<file path="config.mk">
export PLATFORM = sky130hd
export DESIGN_NAME = packet_deframer_crc_ack
export DESIGN_NICKNAME = d
export VERILOG_FILES = /design/src/hw/rtl/pdca_pkg.sv /design/src/hw/rtl/pdca_ring.sv /design/src/hw/rtl/pdca_front.sv /design/src/hw/rtl/pdca_cmdq.sv /design/src/hw/rtl/pdca_back.sv /design/src/hw/rtl/packet_deframer_crc_ack.sv
export SDC_FILE = /design/constraint.sdc
export NUM_CORES = 2
export LEC_CHECK = 0
export BUFFER_PORTS_ARGS = -buffer_cell sky130_fd_sc_hd__buf_2
export CAP_MARGIN = 20
export CORE_UTILIZATION = 30
export CTS_CLUSTER_SIZE = 16
export DETAILED_ROUTE_END_ITERATION = 7
export RECOVER_POWER = 100
export SLEW_MARGIN = 20
export SYNTH_ARGS = -nofsm -noshare
export SYNTH_HDL_FRONTEND = slang
export SYNTH_SLANG_ARGS = --single-unit
</file>
<file path="constraint.sdc">
create_clock -name clk -period 13.16 [get_ports clk]
set_input_delay 0.658 -clock clk [delete_from_list [all_inputs] [get_ports clk]]
set_output_delay 0.658 -clock clk [all_outputs]
set_load 0.05 [all_outputs]
</file>
<file path="src/hw/rtl/pdca_pkg.sv">
// Shared types, constants and the CRC-8 byte step for the packet deframer.
package pdca_pkg;

	localparam int DATA_BYTES_DEF   = 16;
	localparam int RING_PACKETS_DEF = 8;
	localparam int QUEUE_DEPTH      = 4;
	localparam int CFG_INDEX_W      = 2;

	localparam logic [CFG_INDEX_W-1:0] CFG_IDX_POLY    = 2'd0;
	localparam logic [CFG_INDEX_W-1:0] CFG_IDX_INITIAL = 2'd1;
	localparam logic [CFG_INDEX_W-1:0] CFG_IDX_ACK     = 2'd2;
	localparam logic [CFG_INDEX_W-1:0] CFG_IDX_RETX    = 2'd3;

	localparam logic [7:0] POLY_RESET    = 8'd7;
	localparam logic [7:0] INITIAL_RESET = 8'd0;
	localparam logic [7:0] ACK_RESET     = 8'd21;
	localparam logic [7:0] RETX_RESET    = 8'd25;
	localparam logic [7:0] FILL_BYTE     = 8'hff;

	typedef struct packed {
		logic [7:0] crc_polynomial;
		logic [7:0] crc_initial;
		logic [7:0] ack_code;
		logic [7:0] retx_code;
	} cfg_t;

	typedef enum logic [1:0] {
		CMD_ACK,
		CMD_RETX,
		CMD_READ,
		CMD_EMPTY
	} cmd_kind_t;

	typedef struct packed {
		cmd_kind_t kind;
		logic      waiting;
		logic      overflow;
	} cmd_t;

	// One CRC-8 byte update, MSB first, top bit of the generator implicit.
	function automatic logic [7:0] crc_step(input logic [7:0] crc, input logic [7:0] b,
			input logic [7:0] poly);
		logic [7:0] c;
		c = crc ^ b;
		for (int k = 0; k < 8; k++) begin
			c = c[7] ? ((c << 1) ^ poly) : (c << 1);
		end
		return c;
	endfunction

endpackage

</file>
<file path="src/hw/rtl/pdca_ring.sv">
// Packet ring storage: one write port, one registered read port.
module pdca_ring #(
	parameter int DEPTH  = 180,
	parameter int ADDR_W = 8
) (
	input  logic              clk,
	input  logic              we,
	input  logic [ADDR_W-1:0] waddr,
	input  logic [7:0]        wdata,
	input  logic              re,
	input  logic [ADDR_W-1:0] raddr,
	output logic [7:0]        rdata
);

	logic [7:0] mem_q [DEPTH];

	always_ff @(posedge clk) begin
		if (we) begin
			mem_q[waddr] <= wdata;
		end
	end

	always_ff @(posedge clk) begin
		if (re) begin
			rdata <= mem_q[raddr];
		end
	end

endmodule

</file>
<file path="src/hw/rtl/pdca_front.sv">
// Front end: frames received bytes, checks the CRC and issues output commands.
module pdca_front #(
	parameter int DATA_BYTES   = pdca_pkg::DATA_BYTES_DEF,
	parameter int RING_PACKETS = pdca_pkg::RING_PACKETS_DEF,
	localparam int PKT_LEN = DATA_BYTES + 2,
	localparam int SLOTS   = RING_PACKETS + 2,
	localparam int IDX_W   = $clog2(PKT_LEN),
	localparam int SLOT_W  = $clog2(SLOTS),
	localparam int ADDR_W  = $clog2(SLOTS * PKT_LEN)
) (
	input  logic                clk,
	input  logic                arst_n,
	input  pdca_pkg::cfg_t      cfg,
	input  logic                in_valid,
	output logic                in_ready,
	input  logic                in_op,
	input  logic [7:0]          in_byte,
	output logic                push,
	output pdca_pkg::cmd_t      push_cmd,
	output logic [SLOT_W-1:0]   push_slot,
	input  logic                q_full,
	input  logic                read_done,
	output logic                we,
	output logic [ADDR_W-1:0]   waddr,
	output logic [7:0]          wdata
);

	localparam int CNT_W  = $clog2(RING_PACKETS + 1);
	localparam int IF_W   = $clog2(pdca_pkg::QUEUE_DEPTH + 2);
	localparam int HELD_W = $clog2(SLOTS + pdca_pkg::QUEUE_DEPTH + 2);
	localparam logic [ADDR_W-1:0] PKT_LEN_A = ADDR_W'(PKT_LEN);

	typedef enum logic [1:0] {
		PH_LENGTH,
		PH_DATA,
		PH_CRC
	} phase_t;

	phase_t              phase_q;
	logic [IDX_W-1:0]    idx_q;
	logic [7:0]          crc_q;
	logic                len_one_q;
	logic [7:0]          first_q;
	logic                rest_ff_q;
	logic [CNT_W-1:0]    stored_q;
	logic [IF_W-1:0]     inflight_q;
	logic [SLOT_W-1:0]   wp_q;
	logic [SLOT_W-1:0]   rp_q;
	logic                ovf_q;

	logic                accept;
	logic                rx;
	logic                rd;
	logic [HELD_W-1:0]   held;
	logic                in_length;
	logic [IDX_W-1:0]    wr_idx;
	logic [7:0]          crc_next;
	logic                crc_bad;
	logic                is_retx;
	logic                is_ack;
	logic                ring_full;
	logic                at_crc;
	logic                commit;
	logic                drop_full;
	logic                pop_slot;

	// A slot is held while it stores a packet or while the back end still reads it;
	// the slot under construction is the next free one.
	assign held      = HELD_W'(stored_q) + HELD_W'(inflight_q);
	assign in_ready  = !q_full && (held < HELD_W'(SLOTS));
	assign accept    = in_valid && in_ready;
	assign rx        = accept && !in_op;
	assign rd        = accept && in_op;

	assign in_length = (phase_q != PH_DATA) && (phase_q != PH_CRC);
	assign at_crc    = rx && (phase_q == PH_CRC);
	assign wr_idx    = in_length ? '0 : idx_q;
	assign crc_next  = pdca_pkg::crc_step(in_length ? cfg.crc_initial : crc_q, in_byte,
			cfg.crc_polynomial);

	assign crc_bad   = in_byte != crc_q;
	assign is_retx   = len_one_q && (first_q == cfg.retx_code) && rest_ff_q;
	assign is_ack    = len_one_q && (first_q == cfg.ack_code) && rest_ff_q;
	assign ring_full = stored_q >= CNT_W'(RING_PACKETS);
	assign commit    = at_crc && !crc_bad && !is_retx && !is_ack && !ring_full;
	assign drop_full = at_crc && !crc_bad && !is_retx && !is_ack && ring_full;
	assign pop_slot  = rd && (stored_q != '0);

	assign we    = rx;
	assign waddr = ADDR_W'(wp_q) * PKT_LEN_A + ADDR_W'(wr_idx);
	assign wdata = in_byte;

	always_comb begin
		push      = 1'b0;
		push_slot = rp_q;
		push_cmd  = '{kind: pdca_pkg::CMD_ACK, waiting: stored_q != '0, overflow: ovf_q};
		if (rd) begin
			push = 1'b1;
			if (stored_q == '0) begin
				push_cmd.kind    = pdca_pkg::CMD_EMPTY;
				push_cmd.waiting = 1'b0;
			end else begin
				push_cmd.kind    = pdca_pkg::CMD_READ;
				push_cmd.waiting = stored_q != CNT_W'(1);
			end
		end else if (at_crc) begin
			if (crc_bad || is_retx) begin
				push          = 1'b1;
				push_cmd.kind = pdca_pkg::CMD_RETX;
			end else if (!is_ack) begin
				push              = 1'b1;
				push_cmd.waiting  = 1'b1;
				push_cmd.overflow = ovf_q || ring_full;
			end
		end
	end

	always_ff @(posedge clk or negedge arst_n) begin
		if (!arst_n) begin
			phase_q    <= PH_LENGTH;
			idx_q      <= '0;
			crc_q      <= pdca_pkg::INITIAL_RESET;
			stored_q   <= '0;
			inflight_q <= '0;
			wp_q       <= '0;
			rp_q       <= '0;
			ovf_q      <= 1'b0;
		end else begin
			if (rx) begin
				unique case (phase_q)
					PH_DATA: begin
						crc_q <= crc_next;
						idx_q <= idx_q + IDX_W'(1);
						if (idx_q == IDX_W'(DATA_BYTES)) begin
							phase_q <= PH_CRC;
						end
					end
					PH_CRC: begin
						phase_q <= PH_LENGTH;
					end
					default: begin
						crc_q   <= crc_next;
						idx_q   <= IDX_W'(1);
						phase_q <= PH_DATA;
					end
				endcase
			end
			if (commit) begin
				stored_q <= stored_q + CNT_W'(1);
				wp_q     <= (wp_q == SLOT_W'(SLOTS - 1)) ? '0 : wp_q + SLOT_W'(1);
			end else if (pop_slot) begin
				stored_q <= stored_q - CNT_W'(1);
				rp_q     <= (rp_q == SLOT_W'(SLOTS - 1)) ? '0 : rp_q + SLOT_W'(1);
			end
			if (pop_slot && !read_done) begin
				inflight_q <= inflight_q + IF_W'(1);
			end else if (!pop_slot && read_done) begin
				inflight_q <= inflight_q - IF_W'(1);
			end
			if (drop_full) begin
				ovf_q <= 1'b1;
			end
		end
	end

	// Control-packet match flags, built up byte by byte.
	always_ff @(posedge clk) begin
		if (rx) begin
			if (in_length) begin
				len_one_q <= in_byte == 8'd1;
				rest_ff_q <= 1'b1;
			end else if (phase_q == PH_DATA) begin
				if (idx_q == IDX_W'(1)) begin
					first_q <= in_byte;
				end else begin
					rest_ff_q <= rest_ff_q && (in_byte == pdca_pkg::FILL_BYTE);
				end
			end
		end
	end

endmodule

</file>
<file path="src/hw/rtl/pdca_cmdq.sv">
// Small command queue between the front end and the back end.
module pdca_cmdq #(
	parameter int WIDTH = 8,
	parameter int DEPTH = pdca_pkg::QUEUE_DEPTH
) (
	input  logic             clk,
	input  logic             arst_n,
	input  logic             push,
	input  logic [WIDTH-1:0] push_data,
	output logic             full,
	input  logic             pop,
	output logic             valid,
	output logic [WIDTH-1:0] pop_data
);

	localparam int PTR_W = (DEPTH > 1) ? $clog2(DEPTH) : 1;
	localparam int CNT_W = $clog2(DEPTH + 1);

	logic [WIDTH-1:0] entry_q [DEPTH];
	logic [PTR_W-1:0] wr_q;
	logic [PTR_W-1:0] rd_q;
	logic [CNT_W-1:0] count_q;

	assign full     = count_q == CNT_W'(DEPTH);
	assign valid    = count_q != '0;
	assign pop_data = entry_q[rd_q];

	always_ff @(posedge clk) begin
		if (push) begin
			entry_q[wr_q] <= push_data;
		end
	end

	always_ff @(posedge clk or negedge arst_n) begin
		if (!arst_n) begin
			wr_q    <= '0;
			rd_q    <= '0;
			count_q <= '0;
		end else begin
			if (push) begin
				wr_q <= (wr_q == PTR_W'(DEPTH - 1)) ? '0 : wr_q + PTR_W'(1);
			end
			if (pop) begin
				rd_q <= (rd_q == PTR_W'(DEPTH - 1)) ? '0 : rd_q + PTR_W'(1);
			end
			if (push && !pop) begin
				count_q <= count_q + CNT_W'(1);
			end else if (!push && pop) begin
				count_q <= count_q - CNT_W'(1);
			end
		end
	end

endmodule

</file>
<file path="src/hw/rtl/pdca_back.sv">
// Back end: turns commands into output bytes through a fetch stage and an output register.
module pdca_back #(
	parameter int DATA_BYTES   = pdca_pkg::DATA_BYTES_DEF,
	parameter int RING_PACKETS = pdca_pkg::RING_PACKETS_DEF,
	localparam int PKT_LEN = DATA_BYTES + 2,
	localparam int SLOTS   = RING_PACKETS + 2,
	localparam int IDX_W   = $clog2(PKT_LEN),
	localparam int SLOT_W  = $clog2(SLOTS),
	localparam int ADDR_W  = $clog2(SLOTS * PKT_LEN)
) (
	input  logic                clk,
	input  logic                arst_n,
	input  pdca_pkg::cfg_t      cfg,
	input  logic                cmd_valid,
	input  pdca_pkg::cmd_t      cmd,
	input  logic [SLOT_W-1:0]   cmd_slot,
	output logic                pop,
	output logic                read_done,
	output logic                re,
	output logic [ADDR_W-1:0]   raddr,
	input  logic [7:0]          rdata,
	output logic                out_valid,
	input  logic                out_ready,
	output logic                out_kind,
	output logic [7:0]          out_byte,
	output logic                out_last,
	output logic                out_waiting,
	output logic                out_overflow,
	output logic                out_empty
);

	localparam logic [ADDR_W-1:0] PKT_LEN_A = ADDR_W'(PKT_LEN);

	logic                busy_q;
	pdca_pkg::cmd_t      cmd_q;
	logic [SLOT_W-1:0]   slot_q;
	logic [IDX_W-1:0]    idx_q;
	logic [7:0]          crc_q;

	logic                v_s1;
	logic [7:0]          byte_s1;
	logic                mem_s1;
	logic                kind_s1;
	logic                last_s1;
	logic                waiting_s1;
	logic                ovf_s1;
	logic                empty_s1;

	logic                move_s1;
	logic                s1_free;
	logic                issue;
	logic                is_last;
	logic [7:0]          byte_c;
	logic [7:0]          code_c;

	assign move_s1 = v_s1 && (!out_valid || out_ready);
	assign s1_free = !v_s1 || move_s1;
	assign issue   = busy_q && s1_free;
	assign pop     = !busy_q && cmd_valid;
	assign is_last = (cmd_q.kind == pdca_pkg::CMD_EMPTY) || (idx_q == IDX_W'(PKT_LEN - 1));
	assign code_c  = (cmd_q.kind == pdca_pkg::CMD_RETX) ? cfg.retx_code : cfg.ack_code;

	assign re        = issue && (cmd_q.kind == pdca_pkg::CMD_READ);
	assign raddr     = ADDR_W'(slot_q) * PKT_LEN_A + ADDR_W'(idx_q);
	assign read_done = re && is_last;

	always_comb begin
		byte_c = 8'd0;
		case (cmd_q.kind) inside
			pdca_pkg::CMD_ACK, pdca_pkg::CMD_RETX: begin
				if (idx_q == '0) begin
					byte_c = 8'd1;
				end else if (idx_q == IDX_W'(1)) begin
					byte_c = code_c;
				end else if (is_last) begin
					byte_c = crc_q;
				end else begin
					byte_c = pdca_pkg::FILL_BYTE;
				end
			end
			default: byte_c = 8'd0;
		endcase
	end

	always_ff @(posedge clk or negedge arst_n) begin
		if (!arst_n) begin
			busy_q    <= 1'b0;
			v_s1      <= 1'b0;
			out_valid <= 1'b0;
		end else begin
			if (pop) begin
				busy_q <= 1'b1;
			end else if (issue && is_last) begin
				busy_q <= 1'b0;
			end
			if (issue) begin
				v_s1 <= 1'b1;
			end else if (move_s1) begin
				v_s1 <= 1'b0;
			end
			if (move_s1) begin
				out_valid <= 1'b1;
			end else if (out_ready) begin
				out_valid <= 1'b0;
			end
		end
	end

	always_ff @(posedge clk) begin
		if (pop) begin
			cmd_q  <= cmd;
			slot_q <= cmd_slot;
			idx_q  <= '0;
			crc_q  <= cfg.crc_initial;
		end else if (issue) begin
			idx_q <= idx_q + IDX_W'(1);
			crc_q <= pdca_pkg::crc_step(crc_q, byte_c, cfg.crc_polynomial);
		end
		if (issue) begin
			byte_s1    <= byte_c;
			mem_s1     <= cmd_q.kind == pdca_pkg::CMD_READ;
			kind_s1    <= (cmd_q.kind == pdca_pkg::CMD_READ) ||
					(cmd_q.kind == pdca_pkg::CMD_EMPTY);
			last_s1    <= is_last;
			waiting_s1 <= cmd_q.waiting;
			ovf_s1     <= cmd_q.overflow;
			empty_s1   <= cmd_q.kind == pdca_pkg::CMD_EMPTY;
		end
		if (move_s1) begin
			out_byte     <= mem_s1 ? rdata : byte_s1;
			out_kind     <= kind_s1;
			out_last     <= last_s1;
			out_waiting  <= waiting_s1;
			out_overflow <= ovf_s1;
			out_empty    <= empty_s1;
		end
	end

endmodule

</file>
<file path="src/hw/rtl/packet_deframer_crc_ack.sv">
// Top level of the fixed-length packet deframer with CRC-8 check and acknowledge.
//
//   Channel   Direction  Handshake                      Contents
//   s_axis    in         s_axis_tvalid / s_axis_tready   operation, received link byte
//   m_axis    out        m_axis_tvalid / m_axis_tready   one emitted byte with status
//   cfg       in         cfg_valid / cfg_ready           register index and write data
//
// The input side takes one byte per cycle while s_axis_tready is high, which drops only while
// the command queue is full or every ring slot is held; framing and the CRC update finish in
// that cycle. Each read and each packet but a good acknowledge makes a command; the back end
// emits the 18 bytes of a packet (DATA_BYTES + 2 in general), or one byte for an empty read,
// at one per cycle while m_axis_tready allows. Ring reads are registered, hidden by the fetch
// stage. Reset clears all control state at once; packet storage needs no clearing pass.
module packet_deframer_crc_ack #(
	parameter int DATA_BYTES   = pdca_pkg::DATA_BYTES_DEF,
	parameter int RING_PACKETS = pdca_pkg::RING_PACKETS_DEF
) (
	input  logic                             clk,
	input  logic                             arst_n,
	input  logic                             s_axis_tvalid,
	output logic                             s_axis_tready,
	input  logic [7:0]                       s_axis_tdata,   // [7:0] rx_byte
	input  logic                             s_axis_tuser,   // [0] operation
	output logic                             m_axis_tvalid,
	input  logic                             m_axis_tready,
	// [7:0] out_byte, [8] packets_waiting, [9] overflow, [10] read_empty, [15:11] zero
	output logic [15:0]                      m_axis_tdata,
	output logic                             m_axis_tuser,   // [0] out_kind
	output logic                             m_axis_tlast,
	input  logic                             cfg_valid,
	output logic                             cfg_ready,
	input  logic [pdca_pkg::CFG_INDEX_W-1:0] cfg_index,
	input  logic [7:0]                       cfg_data
);

	localparam int PKT_LEN = DATA_BYTES + 2;
	localparam int SLOTS   = RING_PACKETS + 2;
	localparam int SLOT_W  = $clog2(SLOTS);
	localparam int ADDR_W  = $clog2(SLOTS * PKT_LEN);
	localparam int CMD_W   = $bits(pdca_pkg::cmd_t) + SLOT_W;

	pdca_pkg::cfg_t    cfg_q;

	logic              push;
	pdca_pkg::cmd_t    push_cmd;
	logic [SLOT_W-1:0] push_slot;
	logic              q_full;
	logic              q_valid;
	logic              q_pop;
	logic [CMD_W-1:0]  q_data;
	pdca_pkg::cmd_t    pop_cmd;
	logic [SLOT_W-1:0] pop_slot;
	logic              read_done;

	logic              we;
	logic [ADDR_W-1:0] waddr;
	logic [7:0]        wdata;
	logic              re;
	logic [ADDR_W-1:0] raddr;
	logic [7:0]        rdata;

	logic              out_waiting;
	logic              out_overflow;
	logic              out_empty;
	logic [7:0]        out_byte;

	// Configuration registers; a write is always taken in the cycle it is offered.
	assign cfg_ready = 1'b1;

	always_ff @(posedge clk or negedge arst_n) begin
		if (!arst_n) begin
			cfg_q.crc_polynomial <= pdca_pkg::POLY_RESET;
			cfg_q.crc_initial    <= pdca_pkg::INITIAL_RESET;
			cfg_q.ack_code       <= pdca_pkg::ACK_RESET;
			cfg_q.retx_code      <= pdca_pkg::RETX_RESET;
		end else if (cfg_valid && cfg_ready) begin
			unique case (cfg_index)
				pdca_pkg::CFG_IDX_POLY:    cfg_q.crc_polynomial <= cfg_data;
				pdca_pkg::CFG_IDX_INITIAL: cfg_q.crc_initial    <= cfg_data;
				pdca_pkg::CFG_IDX_ACK:     cfg_q.ack_code       <= cfg_data;
				pdca_pkg::CFG_IDX_RETX:    cfg_q.retx_code      <= cfg_data;
				default: ;
			endcase
		end
	end

	// The front end frames bytes straight into the next free ring slot, so a good packet
	// is stored by moving the write slot on rather than by copying it.
	pdca_front #(
		.DATA_BYTES   (DATA_BYTES),
		.RING_PACKETS (RING_PACKETS)
	) u_front (
		.clk       (clk),
		.arst_n    (arst_n),
		.cfg       (cfg_q),
		.in_valid  (s_axis_tvalid),
		.in_ready  (s_axis_tready),
		.in_op     (s_axis_tuser),
		.in_byte   (s_axis_tdata),
		.push      (push),
		.push_cmd  (push_cmd),
		.push_slot (push_slot),
		.q_full    (q_full),
		.read_done (read_done),
		.we        (we),
		.waddr     (waddr),
		.wdata     (wdata)
	);

	// Each command carries the status flags as they stood right after its transaction.
	pdca_cmdq #(
		.WIDTH (CMD_W),
		.DEPTH (pdca_pkg::QUEUE_DEPTH)
	) u_cmdq (
		.clk       (clk),
		.arst_n    (arst_n),
		.push      (push),
		.push_data ({push_cmd, push_slot}),
		.full      (q_full),
		.pop       (q_pop),
		.valid     (q_valid),
		.pop_data  (q_data)
	);

	assign pop_cmd  = pdca_pkg::cmd_t'(q_data[CMD_W-1:SLOT_W]);
	assign pop_slot = q_data[SLOT_W-1:0];

	pdca_ring #(
		.DEPTH  (SLOTS * PKT_LEN),
		.ADDR_W (ADDR_W)
	) u_ring (
		.clk   (clk),
		.we    (we),
		.waddr (waddr),
		.wdata (wdata),
		.re    (re),
		.raddr (raddr),
		.rdata (rdata)
	);

	pdca_back #(
		.DATA_BYTES   (DATA_BYTES),
		.RING_PACKETS (RING_PACKETS)
	) u_back (
		.clk          (clk),
		.arst_n       (arst_n),
		.cfg          (cfg_q),
		.cmd_valid    (q_valid),
		.cmd          (pop_cmd),
		.cmd_slot     (pop_slot),
		.pop          (q_pop),
		.read_done    (read_done),
		.re           (re),
		.raddr        (raddr),
		.rdata        (rdata),
		.out_valid    (m_axis_tvalid),
		.out_ready    (m_axis_tready),
		.out_kind     (m_axis_tuser),
		.out_byte     (out_byte),
		.out_last     (m_axis_tlast),
		.out_waiting  (out_waiting),
		.out_overflow (out_overflow),
		.out_empty    (out_empty)
	);

	assign m_axis_tdata = {5'd0, out_empty, out_overflow, out_waiting, out_byte};

endmodule

</file>
==> metrics.md <==
| Metric | Value |
|---|---|
| Upper clock frequency limit | 115 MHz |
| Syn_area_per_cell | 20.0 um2 |
| Power Density | 246 nW/um2 |
| Tightest Pin Transition | approximately 4.5 ns |
| CP Capture Type | flop |
| Maximum VDD drop | ~340 uV |
| Nets | 3453 |
| Antenna viol nets, final | 0 |
| Final hold vios | 0 |
| Hold_ws | 0.199 ns |
| Largest net degree at the start of global routing | between 100 and 150 |
| Antenna violations before repair | 7 |
| Slew margin rel. | -1.98 |
| Share of the clock period used by the worst path | 0.662 |
| Num Clock Sinks | about 1600 |
| Cell total after placement | 6094 |
| Hpwl dp | 97.8 mm |
| I/O Pins | between 40 and 50 |
| CP Class | flop to flop |
| GR Overflow Total | 0 |
| Tot Pwr | between 15 and 20 mW |
| Cell Rows | 172 |
| Synth warn | 0 |
| Clock period minus worst slack | 8.71 ns |
| Post-synthesis sequential area ratio | 0.725 |
| Non-Filler Instances | 6391 |
| CTS Buf Count | 162 |
| # fillers | 20500 |
| PnR worst setup slack | 4.45 ns |
| Worst path required time | 13.65 ns |
| Final setup fails | 0 |
| Area grow syn2layout | 12.7% |
| Crit-path max FO | 42 |
| Initial DRC count | 2785 |
| Share of cells above drive strength 1 | 0.230 |
| GRT Total Usage | 0.142 |
| Leakage | about 23 nW |
| Most used DFF post-synth | edfxtp_1 |
| Setup WS pre-CTS | 7.10 ns |
| RSZ-0062 raised after global routing | false |
| DRC | 0 |
| Routed WL | 159 mm |
| Syn Inst Count | 3318 |
| Vias | 31900 |
| Number of register bits inferred by synthesis | 1611 |
| Die W | 472 um |
| Mapped Area | approximately 66000 um2 |
| Commonest non-fill, non-tap cells in the layout | edfxtp_1, mux4_2, nor2_1 |
| H-tree levels | 4 |
| Critical Path Start Type | flop |
| MaxCap Viol Count | 31 |
| Worst skew pair latency | 0.81 ns |
| Setup TNS | 0 ns |
| Pre-antenna DRT Iters | 5 |
| Violated checks | max-capacitance violations, max-slew violations |
| Drt via density | 4.99 |
| Vias in the first global route | roughly 32000 |
| Clock-pin slew on the worst setup and hold paths | 0.06 ns |
| Commonest non-fill, non-tap cell in the layout | edfxtp_1 |
| Fin area | roughly 75000 um2 |
| Die Y | 472 um |
| GP Congestion | 0.835 |
| CTS tree | done |
| First-pass GRT wire length | 232 mm |
| Area of the multi-input gates | 17400 um2 |
| Die ar. | approximately 220000 um2 |
| Post-DR wirelength/cell | 24.8 um |
| Post-synth EDFFs | between 1500 and 2000 |
| Hold Crit Class | input pin to flop |
| Max Clock Skew | 0.0460 ns |
| Clk buf depth | 3 |
| Netlist cell types | 89 |
| Cells resized by post-CTS repair | 0 |
| Starting Density | 0.302 |
| Final Core Density | 0.340 |
| Async SR Flop Fraction | 0.0453 |
| Placeable Area | 220000 um2 |
| Root buf cell | clkbuf_16 |
| Port Buffers | 38 |
| Worst path arrival time | ~9.2 ns |
| Status | complete, but fails checks |
| DP Area | approximately 70000 um2 |
| Final Max Tran Viols | 1690 |
| FF/Latch Area | 48000 um2 |
## layout make-up
type,instances,share of cell area
multi-input combinational,1495,0.233
timing repair buffer,93,0.00662
inverter,27,0.00136
sequential,1611,0.643
clock buffer,194,0.0562
tap,2871,0.0481
antenna,4,0.000134
clock inverter,96,0.0116
## per-layer routing
metal  global-route usage  wire length [um]
met2                0.230             76900
met1                0.197             69100
met5                    0                23
met3               0.0258              9410
met4               0.0351              3220
## state kept, by name, indices dropped and copies added (netlist names), 8 cells and up
| signal | cells |
|---|---|
| cfg_q | 32 |
| u_back.byte_s1 | 8 |
| u_back.crc_q | 8 |
| u_back.out_byte | 8 |
| u_cmdq.entry_q | 32 |
| u_front.crc_q | 8 |
| u_front.first_q | 8 |
| u_ring.mem_q | 1440 |
| u_ring.rdata | 8 |
## timing repair
| item | 4_1_cts | 5_1_grt |
|---|---|---|
| hold buffers | 0 | 1 |
| endpoints found under the hold margin | 0 | 34 |
| setup buffers | 0 | 0 |
## Yosys cell counts, types with 7 or more instances
master	count	area [um2]
dfstp_2	9	236
a21o_1	9	67.6
and2_1	16	100
o21a_1	7	52.6
mux4_2	480	10800
nor3_1	24	120
nor4_1	7	43.8
mux2_2	41	462
o21ai_0	44	220
nor2_1	251	942
a21oi_1	37	185
and3_1	8	50.1
clkbuf_1	133	499
nand3_1	18	90.1
inv_1	26	97.6
nand4_1	10	62.6
edfxtp_1	1533	46000
o21ai_1	17	85.1
nand2_1	159	597
buf_1	37	139
nor2b_1	15	93.8
buf_2	8	40.0
buf_4	11	82.6
xor2_1	40	350
dfrtp_1	64	1600
ha_1	34	425
a211oi_1	9	67.6
mux2i_1	30	300
xnor2_1	109	955
o211ai_1	7	52.6
## path summary, 6_finish.rpt
path                       slack [ns]  cells past startpoint                    startpoint                         endpoint
max in group asynchronous        9.22                      3                        arst_n             cfg_q[5]$_DFFE_PN0P_
hold reg to reg                  0.43                      0   u_back.waiting_s1$_DFFE_PP_     u_back.out_waiting$_DFFE_PP_
hold / removal                   0.20                      3                   cfg_data[7]            cfg_q[31]$_DFFE_PN0P_
setup / recovery                 4.45                     15  u_back.idx_q[0]$_SDFFE_PP0P_        u_back.crc_q[1]$_DFFE_PP_
min in group asynchronous        1.03                      2                        arst_n  u_front.stored_q[3]$_DFFE_PN0P_
setup reg to reg                 4.45                     15  u_back.idx_q[0]$_SDFFE_PP0P_        u_back.crc_q[1]$_DFFE_PP_
## power by group
group | internal, mW | switching, mW | leakage, nW | total, mW
clock | 2.48 | 1.95 | 2.47 | 4.43
combinational | 3.56 | 4.23 | 5.79 | 7.80
sequential | 5.92 | 0.245 | 14.7 | 6.16
## cells by family after synthesis
group | Yosys count | synth area share
adder cells (fa/ha/maj) | 39 | 0.00794
XOR/XNOR | 159 | 0.0228
other | 2 | 0.000113
AO/OA/AOI/OAI | 190 | 0.0198
multiplexers | 551 | 0.175
AND/OR/NAND/NOR | 550 | 0.0371
buffers and inverters | 216 | 0.0130
flip-flops | 1611 | 0.725
## worst max-delay path, cell delays in order (launching register included)
cell and delay [ns]:
dfxtp_1 2.17, ha_1 0.48, nor4b_1 0.78, a211oi_1 0.28, o22ai_1 1.06, o21ai_0 0.15, and3_1 0.27, a2111o_1 0.39
a32oi_1 0.34, xnor3_1 0.51, xnor2_1 0.81, nor3_1 0.24, o31a_4 0.39, nor3_1 0.25, xor2_1 0.20, a21oi_1 0.08
(Power assumes the default switching activity.)
